===== src/design/mbt_pkg.sv =====
// Package with the constants, types and state codes of the multichannel beep timer.
package mbt_pkg;

    localparam int MAX_CHANNELS = 8;
    localparam int CH_IDX_W = (MAX_CHANNELS > 1) ? $clog2(MAX_CHANNELS) : 1;
    localparam int SEL_W = ((CH_IDX_W > 4) ? CH_IDX_W : 4) + 2;
    localparam int PAD_W = (MAX_CHANNELS > 8) ? MAX_CHANNELS : 8;

    localparam logic [7:0] PRESET_COUNT = 8'hFE;
    localparam logic [7:0] FOREVER_LIMIT = 8'd100;
    localparam logic [7:0] FOREVER_MARK = 8'hFF;
    localparam logic [3:0] ACTIVE_RESET = 4'd8;

    localparam logic CMD_TICK = 1'b0;
    localparam logic CMD_RING = 1'b1;

    typedef enum logic [1:0] {
        ST_IDLE,
        ST_SCAN,
        ST_DONE
    } mbt_state_t;

    typedef struct packed {
        logic [7:0] count;
        logic [7:0] left;
        logic [7:0] period;
    } chan_state_t;

    typedef struct packed {
        logic [7:0] count;
        logic [7:0] left;
        logic       toggle;
        logic       finish;
    } chan_step_t;

endpackage


===== src/design/mbt_chan_unit.sv =====
// Shared per-channel tick update unit, applied to one channel per cycle.
module mbt_chan_unit (
    input  mbt_pkg::chan_state_t cur,
    output mbt_pkg::chan_step_t  step
);
    import mbt_pkg::*;

    logic [7:0] count_inc;

    assign count_inc = cur.count + 8'd1;

    always_comb
    begin
        step.count  = cur.count;
        step.left   = cur.left;
        step.toggle = 1'b0;
        step.finish = 1'b0;
        if (cur.left != 8'd0)
        begin
            step.count = count_inc;
            if (count_inc > cur.period)
            begin
                step.count  = 8'd1;
                step.toggle = 1'b1;
                if (cur.left != FOREVER_MARK)
                begin
                    step.left   = cur.left - 8'd1;
                    step.finish = (cur.left == 8'd1);
                end
            end
        end
    end

endmodule


===== src/design/multichannel_beep_timer_top.sv =====
// Top level of the multichannel beep timer: sequencer, channel state and handshakes.
// A tick scans one channel per cycle, n being active_channels capped at the bank size; a
// ring command updates only the addressed channel. A new item is taken only after the
// result of the last one has been issued. A stalled result holds up the next one.
// Reset (rst_n low, asynchronous) turns all channels off, clears their state and
// sets active_channels to 8.
module multichannel_beep_timer_top (
    input  logic       clk,
    input  logic       rst_n,
    input  logic       cfg_valid,
    output logic       cfg_ready,
    input  logic [3:0] cfg_data,
    input  logic       item_valid,
    output logic       item_stall,
    input  logic       command,
    input  logic [2:0] channel,
    input  logic [7:0] beep_count,
    input  logic [7:0] period_ticks,
    output logic       result_valid,
    input  logic       result_stall,
    output logic [7:0] drive_levels,
    output logic [7:0] toggled_mask,
    output logic [7:0] finished_mask
);
    import mbt_pkg::*;

    mbt_state_t state_reg, state_next;
    logic [3:0] active_reg, active_next;
    logic [CH_IDX_W-1:0] idx_reg, idx_next;
    logic [7:0] count_reg [MAX_CHANNELS];
    logic [7:0] left_reg [MAX_CHANNELS];
    logic [7:0] period_reg [MAX_CHANNELS];
    logic [7:0] count_next [MAX_CHANNELS];
    logic [7:0] left_next [MAX_CHANNELS];
    logic [7:0] period_next [MAX_CHANNELS];
    logic [MAX_CHANNELS-1:0] level_reg, level_next;
    logic [MAX_CHANNELS-1:0] tog_reg, tog_next;
    logic [MAX_CHANNELS-1:0] fin_reg, fin_next;
    logic result_valid_reg, result_valid_next;
    logic [7:0] drive_reg, drive_next;
    logic [7:0] tmask_reg, tmask_next;
    logic [7:0] fmask_reg, fmask_next;

    logic [SEL_W-1:0] scan_n;
    logic [CH_IDX_W-1:0] ring_idx;
    logic ring_ok;
    logic item_take;
    logic out_free;
    logic [PAD_W-1:0] level_pad, tog_pad, fin_pad;
    chan_state_t unit_in;
    chan_step_t unit_out;

    mbt_chan_unit u_unit (
        .cur  (unit_in),
        .step (unit_out)
    );

    assign cfg_ready = 1'b1;
    assign item_stall = (state_reg != ST_IDLE);
    assign item_take = item_valid && !item_stall;
    assign out_free = !result_valid_reg || !result_stall;

    assign scan_n = (SEL_W'(active_reg) > SEL_W'(MAX_CHANNELS)) ?
                    SEL_W'(MAX_CHANNELS) : SEL_W'(active_reg);
    assign ring_idx = CH_IDX_W'(channel);
    assign ring_ok = SEL_W'(channel) < SEL_W'(MAX_CHANNELS);

    assign unit_in.count = count_reg[idx_reg];
    assign unit_in.left = left_reg[idx_reg];
    assign unit_in.period = period_reg[idx_reg];

    assign level_pad = PAD_W'(level_reg);
    assign tog_pad = PAD_W'(tog_reg);
    assign fin_pad = PAD_W'(fin_reg);

    assign result_valid = result_valid_reg;
    assign drive_levels = drive_reg;
    assign toggled_mask = tmask_reg;
    assign finished_mask = fmask_reg;

    always_comb
    begin
        state_next = state_reg;
        active_next = active_reg;
        idx_next = idx_reg;
        count_next = count_reg;
        left_next = left_reg;
        period_next = period_reg;
        level_next = level_reg;
        tog_next = tog_reg;
        fin_next = fin_reg;
        result_valid_next = result_valid_reg;
        drive_next = drive_reg;
        tmask_next = tmask_reg;
        fmask_next = fmask_reg;

        if (cfg_valid && cfg_ready)
        begin
            active_next = cfg_data;
        end
        if (result_valid_reg && !result_stall)
        begin
            result_valid_next = 1'b0;
        end

        unique case (state_reg)
            ST_IDLE:
            begin
                if (item_take)
                begin
                    tog_next = '0;
                    fin_next = '0;
                    idx_next = '0;
                    if (command == CMD_RING)
                    begin
                        if (ring_ok)
                        begin
                            level_next[ring_idx] = 1'b0;
                            count_next[ring_idx] = PRESET_COUNT;
                            left_next[ring_idx] = (beep_count > FOREVER_LIMIT) ?
                                                  FOREVER_MARK : {beep_count[6:0], 1'b0};
                            period_next[ring_idx] = period_ticks;
                            tog_next[ring_idx] = 1'b1;
                        end
                        state_next = ST_DONE;
                    end
                    else if (scan_n == '0)
                    begin
                        state_next = ST_DONE;
                    end
                    else
                    begin
                        state_next = ST_SCAN;
                    end
                end
            end
            ST_SCAN:
            begin
                count_next[idx_reg] = unit_out.count;
                left_next[idx_reg] = unit_out.left;
                level_next[idx_reg] = level_reg[idx_reg] ^ unit_out.toggle;
                tog_next[idx_reg] = unit_out.toggle;
                fin_next[idx_reg] = unit_out.finish;
                if (SEL_W'(idx_reg) + SEL_W'(1) >= scan_n)
                begin
                    state_next = ST_DONE;
                end
                else
                begin
                    idx_next = idx_reg + CH_IDX_W'(1);
                end
            end
            ST_DONE:
            begin
                if (out_free)
                begin
                    result_valid_next = 1'b1;
                    drive_next = level_pad[7:0];
                    tmask_next = tog_pad[7:0];
                    fmask_next = fin_pad[7:0];
                    state_next = ST_IDLE;
                end
            end
            default:
            begin
                state_next = ST_IDLE;
            end
        endcase
    end

    always_ff @(posedge clk or negedge rst_n)
    begin
        if (!rst_n)
        begin
            state_reg <= ST_IDLE;
            active_reg <= ACTIVE_RESET;
            idx_reg <= '0;
            level_reg <= '0;
            tog_reg <= '0;
            fin_reg <= '0;
            result_valid_reg <= 1'b0;
            for (int i = 0; i < MAX_CHANNELS; i++)
            begin
                count_reg[i] <= 8'd0;
                left_reg[i] <= 8'd0;
                period_reg[i] <= 8'd0;
            end
        end
        else
        begin
            state_reg <= state_next;
            active_reg <= active_next;
            idx_reg <= idx_next;
            level_reg <= level_next;
            tog_reg <= tog_next;
            fin_reg <= fin_next;
            result_valid_reg <= result_valid_next;
            count_reg <= count_next;
            left_reg <= left_next;
            period_reg <= period_next;
        end
    end

    always_ff @(posedge clk)
    begin
        drive_reg <= drive_next;
        tmask_reg <= tmask_next;
        fmask_reg <= fmask_next;
    end

endmodule


===== config.mk =====
export PLATFORM = sky130hd
export DESIGN_NAME = multichannel_beep_timer_top
export DESIGN_NICKNAME = d
export VERILOG_FILES = /design/src/design/mbt_pkg.sv /design/src/design/mbt_chan_unit.sv /design/src/design/multichannel_beep_timer_top.sv
export SDC_FILE = /design/constraint.sdc
export NUM_CORES = 1
export LEC_CHECK = 0
export ABC_AREA = 1
export BUFFER_PORTS_ARGS = -buffer_cell sky130_fd_sc_hd__buf_2
export CORE_ASPECT_RATIO = 1.75
export CORE_MARGIN = 4
export CORE_UTILIZATION = 45
export CTS_BUF_LIST = sky130_fd_sc_hd__clkbuf_8
export CTS_CLUSTER_DIAMETER = 120
export DETAILED_ROUTE_END_ITERATION = 7
export PLACE_DENSITY = 0.66
export SLEW_MARGIN = 25
export SYNTH_ARGS = -nofsm -noshare
export SYNTH_HDL_FRONTEND = slang
export SYNTH_SLANG_ARGS = --single-unit

===== constraint.sdc =====
create_clock -name clk -period 4.36 [get_ports clk]
set_input_delay 0.872 -clock clk [delete_from_list [all_inputs] [get_ports clk]]
set_output_delay 0.872 -clock clk [all_outputs]
set_load 0.05 [all_outputs]

* Yosys cells after proc, flatten, opt, wreduce, memory -nomap -nowiden
Cells that the tools add are included.
** Storage, ports and cells
- Bits of input ports :: 29
- Output and inout port bits :: 27
- Word-level logic and storage cells :: 146
- Register bits after elaboration :: 250
- Bits in writable memories :: 0
- Bits in read-only memories :: 0
- Bits in latches :: 0
- Memories kept :: 0
** Cells by class
- Bitwise gates (word level) :: 8
- Order comparisons :: 12
- Shift operators :: 0
- Reduce and logical (&&, ||, !) cells :: 21
- Divide/modulo/power cells :: 0
- Multiplexer cells :: 58
- Multipliers :: 0
- Add/sub/neg operators :: 4
- Equality and inequality tests :: 9
** Operator list (count)
- 64-bit bitwise mux :: 4
- 64-bit 2-to-1 mux :: 4
- 64-bit one-hot mux with 2 select lines :: 2
- 8-bit 2-to-1 mux :: 15
- 8-bit binary-select mux with 3-bit select :: 3
- 56-bit OR :: 1
- 8-bit demux with 3-bit select :: 2
- 8-bit one-hot mux with 2 select lines :: 3
- 18-bit 2-to-1 mux :: 2
- 8-bit bitwise mux :: 3
- 8-bit bitwise AND :: 2
- 8-bit inverter :: 2
- 3-bit AND reduction :: 4
- 2-bit 2-to-1 mux :: 5
- 2-bit != test (second input constant) :: 5
- 8-bit by 1-bit adder with 8-bit output (second input constant) :: 1
- 8-bit by 1-bit == test with 1-bit output (second input constant) :: 1
- 4-bit greater-or-equal comparator (second input constant) :: 2
- 8-bit by 7-bit > comparator with 1-bit output (second input constant) :: 1
- 8-bit > comparator :: 1
- 3-bit by 4-bit less-than comparator with 1-bit output (second input constant) :: 2
- 4-bit by 1-bit less-than comparator with 1-bit output (second input constant) :: 2
- 8-bit != test (second input constant) :: 1
- 3-bit inverter with 4-bit output :: 2
- other kinds (24) :: 42

* Depth between registers and ports, before layout
Gate-level depths: netlist of run 1.
- Depth after elaboration :: 11
- Mapped depth :: 31

* Cells and area by module
From an unflattened synthesis of run 1, not the netlist that was laid out.
** Unflattened totals
- Cells, all modules :: 1651
- Area total of the unflattened synthesis :: 12947.4 um2
** Modules (own cells, without submodules)
- multichannel_beep_timer_top :: instances 1, area an instance 12076.6 um2, seq. area each 6377.4 um2, cells an instance 1503
- mbt_chan_unit :: instances 1, area an instance 870.8 um2, seq. area each 0.0 um2, cells an instance 148

* Worst setup path after synthesis of run 1
OpenSTA, ideal clock, no wires.
- Path kind :: reg-to-reg
- Start point :: register idx_reg[0]
- End point :: register left_reg[23] in the netlist's numbering
- Arrival :: 3627 ps
- Path slack :: 664 ps
- Stages on the path, launching flop included :: 30
- Period minus slack after synthesis :: 3696 ps
- Data required time :: 4291 ps
- Buffers on the path :: 3
- Cells stage by stage :: dfrtp_1 -> buf_6 -> buf_4 -> buf_6 -> nor2_2 -> nand2_1 -> nand4_1 -> nor2_1 -> inv_1 -> ha_1 -> inv_1 -> nor2_1 -> nand4_1 -> nand2_1 -> nand2_1 -> ha_1 -> nand2_1 -> nor2_1 -> nand2_1 -> nand2_1 -> nand2_1 -> inv_1 -> nand2_1 -> nor2_4 -> nand2_1 -> nand2_2 -> nand2_1 -> nor2_2 -> nand2_1 -> nand3_1
** Between the ends
- Longest elaborated chain between the ends :: 10
** RTL lines
- start: declaration :: RTL line multichannel_beep_timer_top.sv:29 : logic [CH_IDX_W-1:0] idx_reg, idx_next;
- start signal: assignment :: RTL line multichannel_beep_timer_top.sv:193 : idx_reg <= idx_next;
- 3-bit inverter with 4-bit output (implied by the code) (*)
- 8-bit binary-select mux with 3-bit select (on tied branches) :: RTL line multichannel_beep_timer_top.sv:68, multichannel_beep_timer_top.sv:69
- 8-bit 2-to-1 mux (on tied branches) (2 in a row) :: RTL line multichannel_beep_timer_top.sv:68, multichannel_beep_timer_top.sv:69
- 8-bit by 1-bit adder with 8-bit output (tied with other cells) :: RTL line mbt_chan_unit.sv:10 : assign count_inc = cur.count + 8'd1;
- 8-bit > comparator / 8-bit 2-to-1 mux (equally long branches) :: RTL line mbt_chan_unit.sv:21, mbt_chan_unit.sv:25
- 18-bit 2-to-1 mux :: RTL line mbt_chan_unit.sv:21 : if (count_inc > cur.period)
- 18-bit 2-to-1 mux :: RTL line mbt_chan_unit.sv:18 : if (cur.left != 8'd0)
- 64-bit bitwise mux (*) :: RTL line multichannel_beep_timer_top.sv:140 : left_next[idx_reg] = unit_out.left;
- 64-bit one-hot mux with 2 select lines (*) :: RTL line multichannel_beep_timer_top.sv:106 : unique case (state_reg)
- end signal: assignment :: RTL line multichannel_beep_timer_top.sv:199 : left_reg <= left_next;
- end: declaration :: RTL line multichannel_beep_timer_top.sv:31 : logic [7:0] left_reg [MAX_CHANNELS];
Every way passes the cells marked *; elsewhere a longest branch is shown, timed or not. The select of a mux whose other input is x is not followed.
A chain may end at the register's enable or synchronous reset.

* Worst setup path after layout of run 1
- Start point :: register idx_reg[0]
- End point :: register level_reg[1] (netlist: level_pad[1])
** Between the ends
- Longest elaborated chain between the ends :: 11
** RTL lines
- 3-bit inverter with 4-bit output (implied by the code) :: RTL line multichannel_beep_timer_top.sv:68, multichannel_beep_timer_top.sv:69, multichannel_beep_timer_top.sv:70
- 8-bit binary-select mux with 3-bit select :: RTL line multichannel_beep_timer_top.sv:68 : assign unit_in.count = count_reg[idx_reg];
- 8-bit 2-to-1 mux (implied by the code) (2 in a row) :: RTL line multichannel_beep_timer_top.sv:68
- 8-bit by 1-bit adder with 8-bit output :: RTL line mbt_chan_unit.sv:10
- 8-bit > comparator :: RTL line mbt_chan_unit.sv:21
- 18-bit 2-to-1 mux :: RTL line mbt_chan_unit.sv:21
- 18-bit 2-to-1 mux :: RTL line mbt_chan_unit.sv:18
- 1-bit bitwise XOR :: RTL line multichannel_beep_timer_top.sv:141 : level_next[idx_reg] = level_reg[idx_reg] ^ unit_out.toggle;
- 8-bit bitwise mux (*) :: RTL line multichannel_beep_timer_top.sv:141
- 8-bit one-hot mux with 2 select lines (*) :: RTL line multichannel_beep_timer_top.sv:106
- end signal: assignment :: RTL line multichannel_beep_timer_top.sv:194 : level_reg <= level_next;
- end: declaration :: RTL line multichannel_beep_timer_top.sv:36 : logic [MAX_CHANNELS-1:0] level_reg, level_next;
Marks and branches as above.

==> flow_metrics.env, run 1 <==
export IMPL_outcome="finished clean"
export IMPL_placedCellCount=2116
export IMPL_firstDrtPassIters=5
export IMPL_holdWs_ps=243.9
export IMPL_numCtsBuffers=39
export IMPL_maxSlewHeadroom_pct=19.12
export IMPL_switching_share_pct=47.94
export IMPL_timing_final_crit_period_ps=3929
export IMPL_h_tree_depth=2
export IMPL_grt_max_degree=81
export IMPL_cts_tree="done"
export IMPL_p_comb_share_pct=49.3
export IMPL_ys_types=52
export IMPL_grt_use_total_pct=28.03
export IMPL_skew_ps=29.76
export IMPL_hpwl_um=32930
export IMPL_cts_max_path_buffers=3
export IMPL_p_seq_share_pct=34.0
export IMPL_layout_cells_most_common="nand2_1"
export IMPL_cpPeakStageDelay_ps=510
export IMPL_finalSetupViolCount=0
export IMPL_finalHoldViolations=0
export IMPL_ys_seq_elements=250
export IMPL_grt_pass1_vias=12455
export IMPL_routed_wl_um=46720
export IMPL_p_per_area_nw_per_um2=767.1
export IMPL_peakVddDrop_v=0.0003235
export IMPL_syn_area_per_cell_um2=7.885
export IMPL_clk_pin_slew_ps=70
export IMPL_syn_area_um2=13330
export IMPL_post_cts_buffers=0
export IMPL_cts_root_buffer="clkbuf_8"
export IMPL_postCtsHoldBufs=0
export IMPL_die_h_um=235.7
export IMPL_portBuffers=54
export IMPL_timing_final_crit_share_pct=90.10
export IMPL_ant_nets=0
export IMPL_synth_warnings=0
export IMPL_diodes=0
export IMPL_critPathArrivalTime_ps=4410
export IMPL_power_mw=11.42
export IMPL_num_io_pins=56
export IMPL_worstSetupStartpointType="register"
export IMPL_viasPerCell=5.654
export IMPL_drc_errors=0
export IMPL_hold_class="in2async"
export IMPL_initial_core_util_pct=45.53
export IMPL_ys_seq_area_share_pct=47.83
export IMPL_syn_nets=1738
export IMPL_core_region_area_um2=29290
export IMPL_drt_initial_drc_count=1130
export IMPL_dieWidth_um=138.1
export IMPL_criticalPathCategory="reg2reg"
export IMPL_maxCapViolations=0
export IMPL_routedWlPerCell_um=21.38
export IMPL_power_switching_mw=5.474
export IMPL_p_leak_nw=7.182
export IMPL_synth_edf_count=24
export IMPL_crit_fanout=28
export IMPL_insertion_delay_ps=580
export IMPL_synth_area_leaders="dfrtp_1, nand2_1, edfxtp_1, a21oi_1, inv_1"
export IMPL_p_int_mw=5.945
export IMPL_syn_to_final_growth_pct=11.65
export IMPL_max_freq_mhz=254.5
export IMPL_final_cells=2185
export IMPL_overflow=0
export IMPL_die_area_um2=32550
export IMPL_maxSlewViolCount=0
export IMPL_synth_top_cell_area_share_pct=42.23
export IMPL_ys_flop_type="dfrtp_1"
export IMPL_routabilityCongestion=1.001
export IMPL_final_cell_mix="nand2_1, dfrtp_1, inv_1, a21oi_1, nor2_1"
export IMPL_crit_slowest_cell="dfrtp_2"
export IMPL_setup_tns_ps=0
export IMPL_num_rows=83
export IMPL_worstMarginPinSlew_ps=1209
export IMPL_layout_drive_gt1_share_pct=13.53
export IMPL_cts_sinks=250
export IMPL_rsz0062_at_grt="no"
export IMPL_num_nets_final=1822
export IMPL_async_flop_share_pct=90.40
export IMPL_cpMostUsedCell="nand2_1"
export IMPL_cp_required_ps=4850
export IMPL_grt_pass1_wl_um=71200
export IMPL_cp_end_kind="register"
export IMPL_synth_area_leader_cell="dfrtp_1"
export IMPL_synth_cells=1691
export IMPL_pwr_share_clk_pct=16.8
export IMPL_antenna_found_initial=0
export IMPL_vias=12353
[final cells by class]
cell class / count / area, um2
Fill cell: 2898 / 14400
Sequential cell: 250 / 6379
Multi-Input combinational cell: 1199 / 5932
Timing Repair Buffer: 107 / 698.2
Inverter: 178 / 670.6
Clock buffer: 45 / 619.3
Tap cell: 382 / 478.0
Clock inverter: 24 / 108.9
[metrics by stage]
| step | utilization, % | worst slack, ps | area, um2 |
|---|---|---|---|
| 3_5_place_dp | 48.32 | 301.4 | 14150 |
| 5_1_grt | 50.83 | 48.09 | 14890 |
| 2_1_floorplan | - | 664.0 | 13330 |
| 6_report | 50.83 | 431.5 | 14890 |
| 3_3_place_gp | 48.27 | 381.3 | 14140 |
| 4_1_cts | 50.80 | 246.4 | 14880 |
[repair_timing]
| action | CTS | global route |
|---|---|---|
| resized for setup | 0 | 3 |
| endpoints found under the hold margin | 0 | 0 |
| setup endpoints to repair | 0 | 51 |
[cell families (layout without fill, tap and decap cells)]
logic type	Yosys count	in the layout	share of synthesized area, %
compound gates	368	368	16.16
xor+xnor	3	3	0.2534
fa+ha+maj	18	18	1.689
buf+inv	242	354	7.817
flops	250	250	47.83
mux	15	15	1.267
other cells	1	1	0.02813
simple gates	794	794	24.95
[power by group through the flow]
stage	sequential [mW]	clock [mW]	combinational [mW]
6_report	3.88	1.91	5.62
5_1_grt	3.98	2.03	6.20
4_1_cts	3.87	1.94	5.56
3_5_place_dp	3.91	0	5.54
3_3_place_gp	3.88	0	5.45
2_1_floorplan	4.06	0	3.69
[final timing paths]
check,cells after the start,end,slack (ps),start
max,25,level_pad[1],430,idx_reg[0]
min,1,idx_reg[1],240,rst_n
max reg2reg,25,level_pad[1],430,idx_reg[0]
min reg2reg,0,toggled_mask[5],460,tog_pad[5]
max in group asynchronous,2,count_reg[22],3040,rst_n
min in group clk,0,toggled_mask[5],460,tog_pad[5]
[worst max-delay path, delay by kind of cell, from the launching register on]
family | cells | cell delay (ps)
AND/OR/NAND/NOR | 18 | 1970
buffers and inverters | 4 | 860
flip-flops | 1 | 510
adder cells (fa/ha/maj) | 1 | 300
AO/OA/AOI/OAI | 2 | 220
[Yosys cell counts, drive strengths merged, types with 3 or more instances]
cell	count
nand4	16
edfxtp	24
nand3	78
a21oi	139
o211ai	5
buf	46
a221oi	8
clkbuf	18
inv	171
mux2	15
o2111ai	4
o21ai	114
o21bai	20
ha	18
clkinv	7
dfrtp	225
nor3	9
or2	4
a21o	3
o31ai	17
a22oi	23
nand2	535
o221ai	6
o21a	3
o22ai	23
nor2	150
[per-layer routing]
layer	global-route usage (%)	wire (um)	vias to the layer above
li1	-	-	5706
met1	31.59	17020	5891
met2	49.79	23570	566
met3	3.841	2765	190
met4	17.17	3361	0
met5	0	0	-
Note: power is estimated with default switching activity, not from simulation.
==> run 2, diff against run 1 <==
Settings changed: CORE_MARGIN 4 to default, CORE_UTILIZATION 45 to 50, PLACE_DENSITY 0.66 to 0.72.
==> run 2 against run 1 <==
  * The flow now finishes with violations (DRC)
  * First-iteration DRC count is 9.2% higher
  * Worst setup slack got worse by 100 ps
  * Register-to-register slack got worse by 100 ps
  * Power rose by 0.76%
  * Utilization grew 6.2 points
  * Critical endpoint is now left_reg[39]
==> flow_metrics.env, run 2 (same netlist as run 1, synthesis figures left out) <==
export IMPL_power_mw=11.51
export IMPL_antenna_found_initial=0
export IMPL_maxSlewHeadroom_pct=31.45
export IMPL_finalSetupViolCount=0
export IMPL_firstDrtPassIters=8
export IMPL_vias=12653
export IMPL_outcome="complete, but fails checks"
export IMPL_skew_ps=24.00
export IMPL_cp_end_kind="register"
export IMPL_overflow=0
export IMPL_insertion_delay_ps=570
export IMPL_num_nets_final=1819
export IMPL_cts_tree="done"
export IMPL_die_area_um2=27350
export IMPL_critPathLaunch="idx_reg[2]"
export IMPL_rr_startpoint="idx_reg[2]"
export IMPL_grt_pass1_vias=12559
export IMPL_h_tree_depth=2
export IMPL_routabilityCongestion=1.002
export IMPL_cts_root_buffer="clkbuf_8"
export IMPL_cts_max_path_buffers=3
export IMPL_cts_sinks=250
export IMPL_die_h_um=218.0
export IMPL_postCtsHoldBufs=0
export IMPL_setup_tns_ps=0
export IMPL_final_cell_mix="nand2_1, dfrtp_1, inv_1, a21oi_1, nor2_1"
export IMPL_criticalPathCategory="reg2reg"
export IMPL_post_cts_buffers=0
export IMPL_initial_core_util_pct=51.17
export IMPL_peakVddDrop_v=0.0003759
export IMPL_clk_pin_slew_ps=70
export IMPL_syn_to_final_growth_pct=11.50
export IMPL_hpwl_um=31520
export IMPL_critPathArrivalTime_ps=4530
export IMPL_finalHoldViolations=0
export IMPL_crit_fanout=8
export IMPL_numCtsBuffers=39
export IMPL_rsz0062_at_grt="no"
export IMPL_routedWlPerCell_um=21.56
export IMPL_max_freq_mhz=248.2
export IMPL_cp_required_ps=4860
export IMPL_p_leak_nw=7.206
export IMPL_hold_class="in2async"
export IMPL_viasPerCell=5.966
export IMPL_timing_final_crit_period_ps=4028
export IMPL_layout_drive_gt1_share_pct=13.77
export IMPL_final_cells=2121
export IMPL_diodes=0
export IMPL_maxSlewViolCount=0
export IMPL_drt_initial_drc_count=1234
export IMPL_routed_wl_um=45720
export IMPL_dieWidth_um=125.4
export IMPL_placedCellCount=2051
export IMPL_num_io_pins=56
export IMPL_worstSetupStartpointType="register"
export IMPL_num_rows=78
export IMPL_timing_final_crit_share_pct=92.39
export IMPL_worstMarginPinSlew_ps=1027
export IMPL_core_region_area_um2=26060
export IMPL_layout_cells_most_common="nand2_1"
export IMPL_holdWs_ps=367.7
export IMPL_p_per_area_nw_per_um2=774.0
export IMPL_grt_pass1_wl_um=70520
export IMPL_cts_resized=0
export IMPL_ant_nets=0
export IMPL_drc_errors=4
export IMPL_maxCapViolations=0
export IMPL_grt_max_degree=114
export IMPL_grt_use_total_pct=34.31
export IMPL_violations="DRC"
export IMPL_portBuffers=54
run 2: changes by cell type in the layout (fill, tap and decap cells not counted):
cell	before	now
inv_8	2	0
nor2_2	14	15
clkbuf_8	45	49
inv_6	0	3
buf_4	50	47
buf_6	2	1
nor2_1	125	124
clkinv_2	0	2
clkinvlp_4	1	0
buf_12	1	2
inv_2	18	17
bufinv_16	0	1
inv_1	170	168
clkinv_1	10	7
run 2: where the power goes:
group,switching (mW),internal [mW]
Clock,0.964,1.08
Sequential,0.502,3.35
Combinational,3.97,1.64
run 2: metal layers:
layer,track usage (%),wire (um),vias up
li1,-,-,5716
met1,38.47,15770,5956
met2,58.59,22370,713
met3,5.054,3733,268
met4,26.63,3853,0
met5,0,0,-
run 2: area by class of cell:
cell class | instances | area [um2]
Inverter | 178 | 670.6
Sequential cell | 250 | 6379
Clock inverter | 21 | 122.6
Tap cell | 320 | 400.4
Timing Repair Buffer | 104 | 684.4
Multi-Input combinational cell | 1199 | 5934
Fill cell | 2390 | 11190
Clock buffer | 49 | 674.4
run 2: per-stage QoR:
step | utilization, % | setup WS, ps | area, um2
5_1_grt | 57.05 | 13.47 | 14870
2_1_floorplan | - | 664.0 | 13330
3_3_place_gp | 53.92 | 488.6 | 14050
4_1_cts | 57.01 | 393.7 | 14850
6_report | 57.05 | 331.8 | 14870
3_5_place_dp | 53.95 | 421.0 | 14060
run 2: critical path: stages, from the launching register on:
cell and delay, ps:
dfrtp_1 540, nand2_1 210, nor2_2 140, nand2_1 80, nand4_1 90, nor2_1 100, inv_1 150, ha_1 200
inv_1 50, nor2_1 220, nand4_1 130, nand2_1 70, nand2_1 80, ha_1 280, nand2_1 60, nor2_1 150
nand2_1 70, nand2_1 80, nand2_1 90, inv_1 270, nand2_1 190, nor2_4 140, nand2_1 80, nand2_2 110
nand2_1 80, nor2_2 140, nand2_1 70, nand3_1 70
run 2: final timing paths:
path / endpoint / slack [ps] / depth (start not counted)
max in group asynchronous: count_reg[37] / 3070 / 2
min in group clk: finished_mask[4] / 450 / 0
worst max register to register: left_reg[39] / 330 / 27
worst min register to register: finished_mask[4] / 450 / 0
worst min-delay path: left_reg[60] / 370 / 1
worst max-delay path: left_reg[39] / 330 / 27
==> run 3, diff against run 2 <==
Settings changed: CORE_UTILIZATION 50 to 35, PLACE_DENSITY 0.72 to 0.57.
Clock period 4.36 ns to 3.7 ns, I/O delays scaled along.
==> run 3 against run 2 <==
  * Global-route usage shrank 7.5 points
  * The flow now finishes without violations
  * Critical endpoint is now left_reg[31]
  * Utilization shrank 15 points
  * Clock-buffer cell count fell by 5
  * Worst hold slack worse by 270 ps
  * Via count up 1.2%
  * Worst setup slack got worse by 150 ps
  * Sequential share of layout area is 2.8 points lower
==> flow_metrics.env, run 3 (same netlist as run 1, synthesis figures left out) <==
export IMPL_grt_max_degree=79
export IMPL_criticalPathCategory="reg2reg"
export IMPL_syn_to_final_growth_pct=19.32
export IMPL_num_io_pins=56
export IMPL_grt_use_total_pct=26.81
export IMPL_hold_class="in2async"
export IMPL_reg2reg_depth=25
export IMPL_outcome="finished clean"
export IMPL_num_nets_final=1893
export IMPL_utilization_pct=42.40
export IMPL_skew_ps=41.27
export IMPL_vias=12806
export IMPL_routed_wl_um=51210
export IMPL_num_rows=94
export IMPL_cts_root_buffer="clkbuf_8"
export IMPL_numCtsBuffers=41
export IMPL_drt_initial_drc_count=966
export IMPL_pre_cts_ws_ps=-63.60
export IMPL_maxCapViolations=0
export IMPL_grt_pass1_wl_um=76770
export IMPL_timing_final_crit_share_pct=95.10
export IMPL_finalHoldViolations=0
export IMPL_grt_pass1_vias=13073
export IMPL_timing_final_crit_period_ps=3519
export IMPL_finalWorstSetupSlack_ps=181.2
export IMPL_rrSetupSlack_ps=180
export IMPL_core_region_area_um2=37520
export IMPL_routedWlPerCell_um=21.73
export IMPL_overflow=0
export IMPL_maxSlewViolCount=0
export IMPL_final_area_um2=15910
export IMPL_final_cell_mix="nand2_1, dfrtp_1, inv_1, a21oi_1, nor2_1"
export IMPL_h_tree_depth=2
export IMPL_die_h_um=260.2
export IMPL_p_leak_nw=7.574
export IMPL_ant_nets=0
export IMPL_hpwl_um=35860
export IMPL_insertion_delay_ps=600
export IMPL_clk_pin_slew_ps=70
export IMPL_cp_end_kind="register"
export IMPL_rr_startpoint="idx_reg[0]"
export IMPL_setup_tns_ps=0
export IMPL_max_freq_mhz=284.2
export IMPL_finalSetupViolCount=0
export IMPL_postCtsHoldBufs=0
export IMPL_dieWidth_um=149.5
export IMPL_layout_cells_most_common="nand2_1"
export IMPL_rsz0062_at_grt="yes"
export IMPL_fillers=3869
export IMPL_critPathArrivalTime_ps=4020
export IMPL_portBuffers=54
export IMPL_cts_tree="done"
export IMPL_timing_rr_end="left_reg[31]"
export IMPL_viasPerCell=5.433
export IMPL_holdWs_ps=95.49
export IMPL_maxSlewHeadroom_pct=42.68
export IMPL_antenna_found_initial=1
export IMPL_worstMarginPinSlew_ps=854.1
export IMPL_drc_errors=0
export IMPL_initial_core_util_pct=35.54
export IMPL_peakVddDrop_v=0.0003465
export IMPL_cts_sinks=250
export IMPL_cp_required_ps=4200
export IMPL_dpl_cell_area_um2=14710
export IMPL_worstSetupStartpointType="register"
export IMPL_crit_fanout=20
export IMPL_cts_max_path_buffers=3
export IMPL_die_area_um2=38910
export IMPL_p_per_area_nw_per_um2=940.9
export IMPL_firstDrtPassIters=7
export IMPL_layout_drive_gt1_share_pct=19.51
export IMPL_routabilityCongestion=0.9657
==> run 3: critical path, stage by stage (launching register included) <==
cell and delay [ps]:
dfrtp_4 590, clkbuf_16 230, o21ai_0 190, nand2_1 70, nand2_1 60, nand2_1 40
nand2_1 140, nand2_2 100, nor2_4 150, nand2_1 70, nand2_1 80, nand2_1 60
ha_1 300, nand2_1 90, a21oi_1 120, nor2_1 60, nand2_2 90, nand2_4 90
inv_8 100, nand2_4 70, nor2_4 160, nand2_1 80, nand2_2 120, buf_6 110
nand4_1 70, a21oi_1 160
==> run 3: cell type report <==
type                       count  area, um2  share of cell area (%)
sequential                   250       6382                   40.12
antenna                        1      2.502                 0.01573
tap                          480      600.6                   3.775
timing repair buffer         176       1313                   8.250
multi-input combinational   1199       6153                   38.68
clock inverter                29      158.9                  0.9988
inverter                     178      693.2                   4.357
clock buffer                  44      605.6                   3.807
==> run 3: worst max path at each step <==
stage,from,end,slack [ps],cells past startpoint
2_1_floorplan,idx_reg[0],left_reg[23],4,29
3_3_place_gp,idx_reg[1],left_reg[23],-60,26
3_5_place_dp,idx_reg[1],left_reg[22],-60,26
4_1_cts,idx_reg[0],left_reg[22],5,27
5_1_grt,idx_reg[0],left_reg[39],-20,29
6_report,idx_reg[0],left_reg[31],180,25
==> run 3: power by group <==
group / internal (mW) / switching, mW / total [mW]
logic: 2.74 / 5.26 / 8.00
clock network: 1.18 / 1.20 / 2.38
registers: 3.95 / 0.636 / 4.59
total: 7.87 / 7.09 / 15.0
==> run 3: routing by layer <==
| layer | GRT usage, % | vias to the layer above | part of all wire, % |
|---|---|---|---|
| li1 | - | 5856 | - |
| met1 | 28.50 | 6158 | 35 |
| met2 | 47.65 | 542 | 51 |
| met3 | 4.105 | 250 | 5.8 |
| met4 | 19.19 | 0 | 8.2 |
| met5 | 0 | - | 0 |
==> run 3: timing repair <==
item | in CTS | in global routing
setup buffers | 0 | 12
pin swaps | 0 | 24
setup endpoints to repair | 41 | 131
resized for setup | 5 | 79
gates cloned | 0 | 2
==> run 3: through the flow <==
stage / power [mW] / cells
floorplan: 9.136 / 1691
global placement: 11.67 / 2269
detailed placement: 11.78 / 2269
CTS: 14.21 / 2342
global route: 15.97 / 2357
finish: 14.97 / 2357
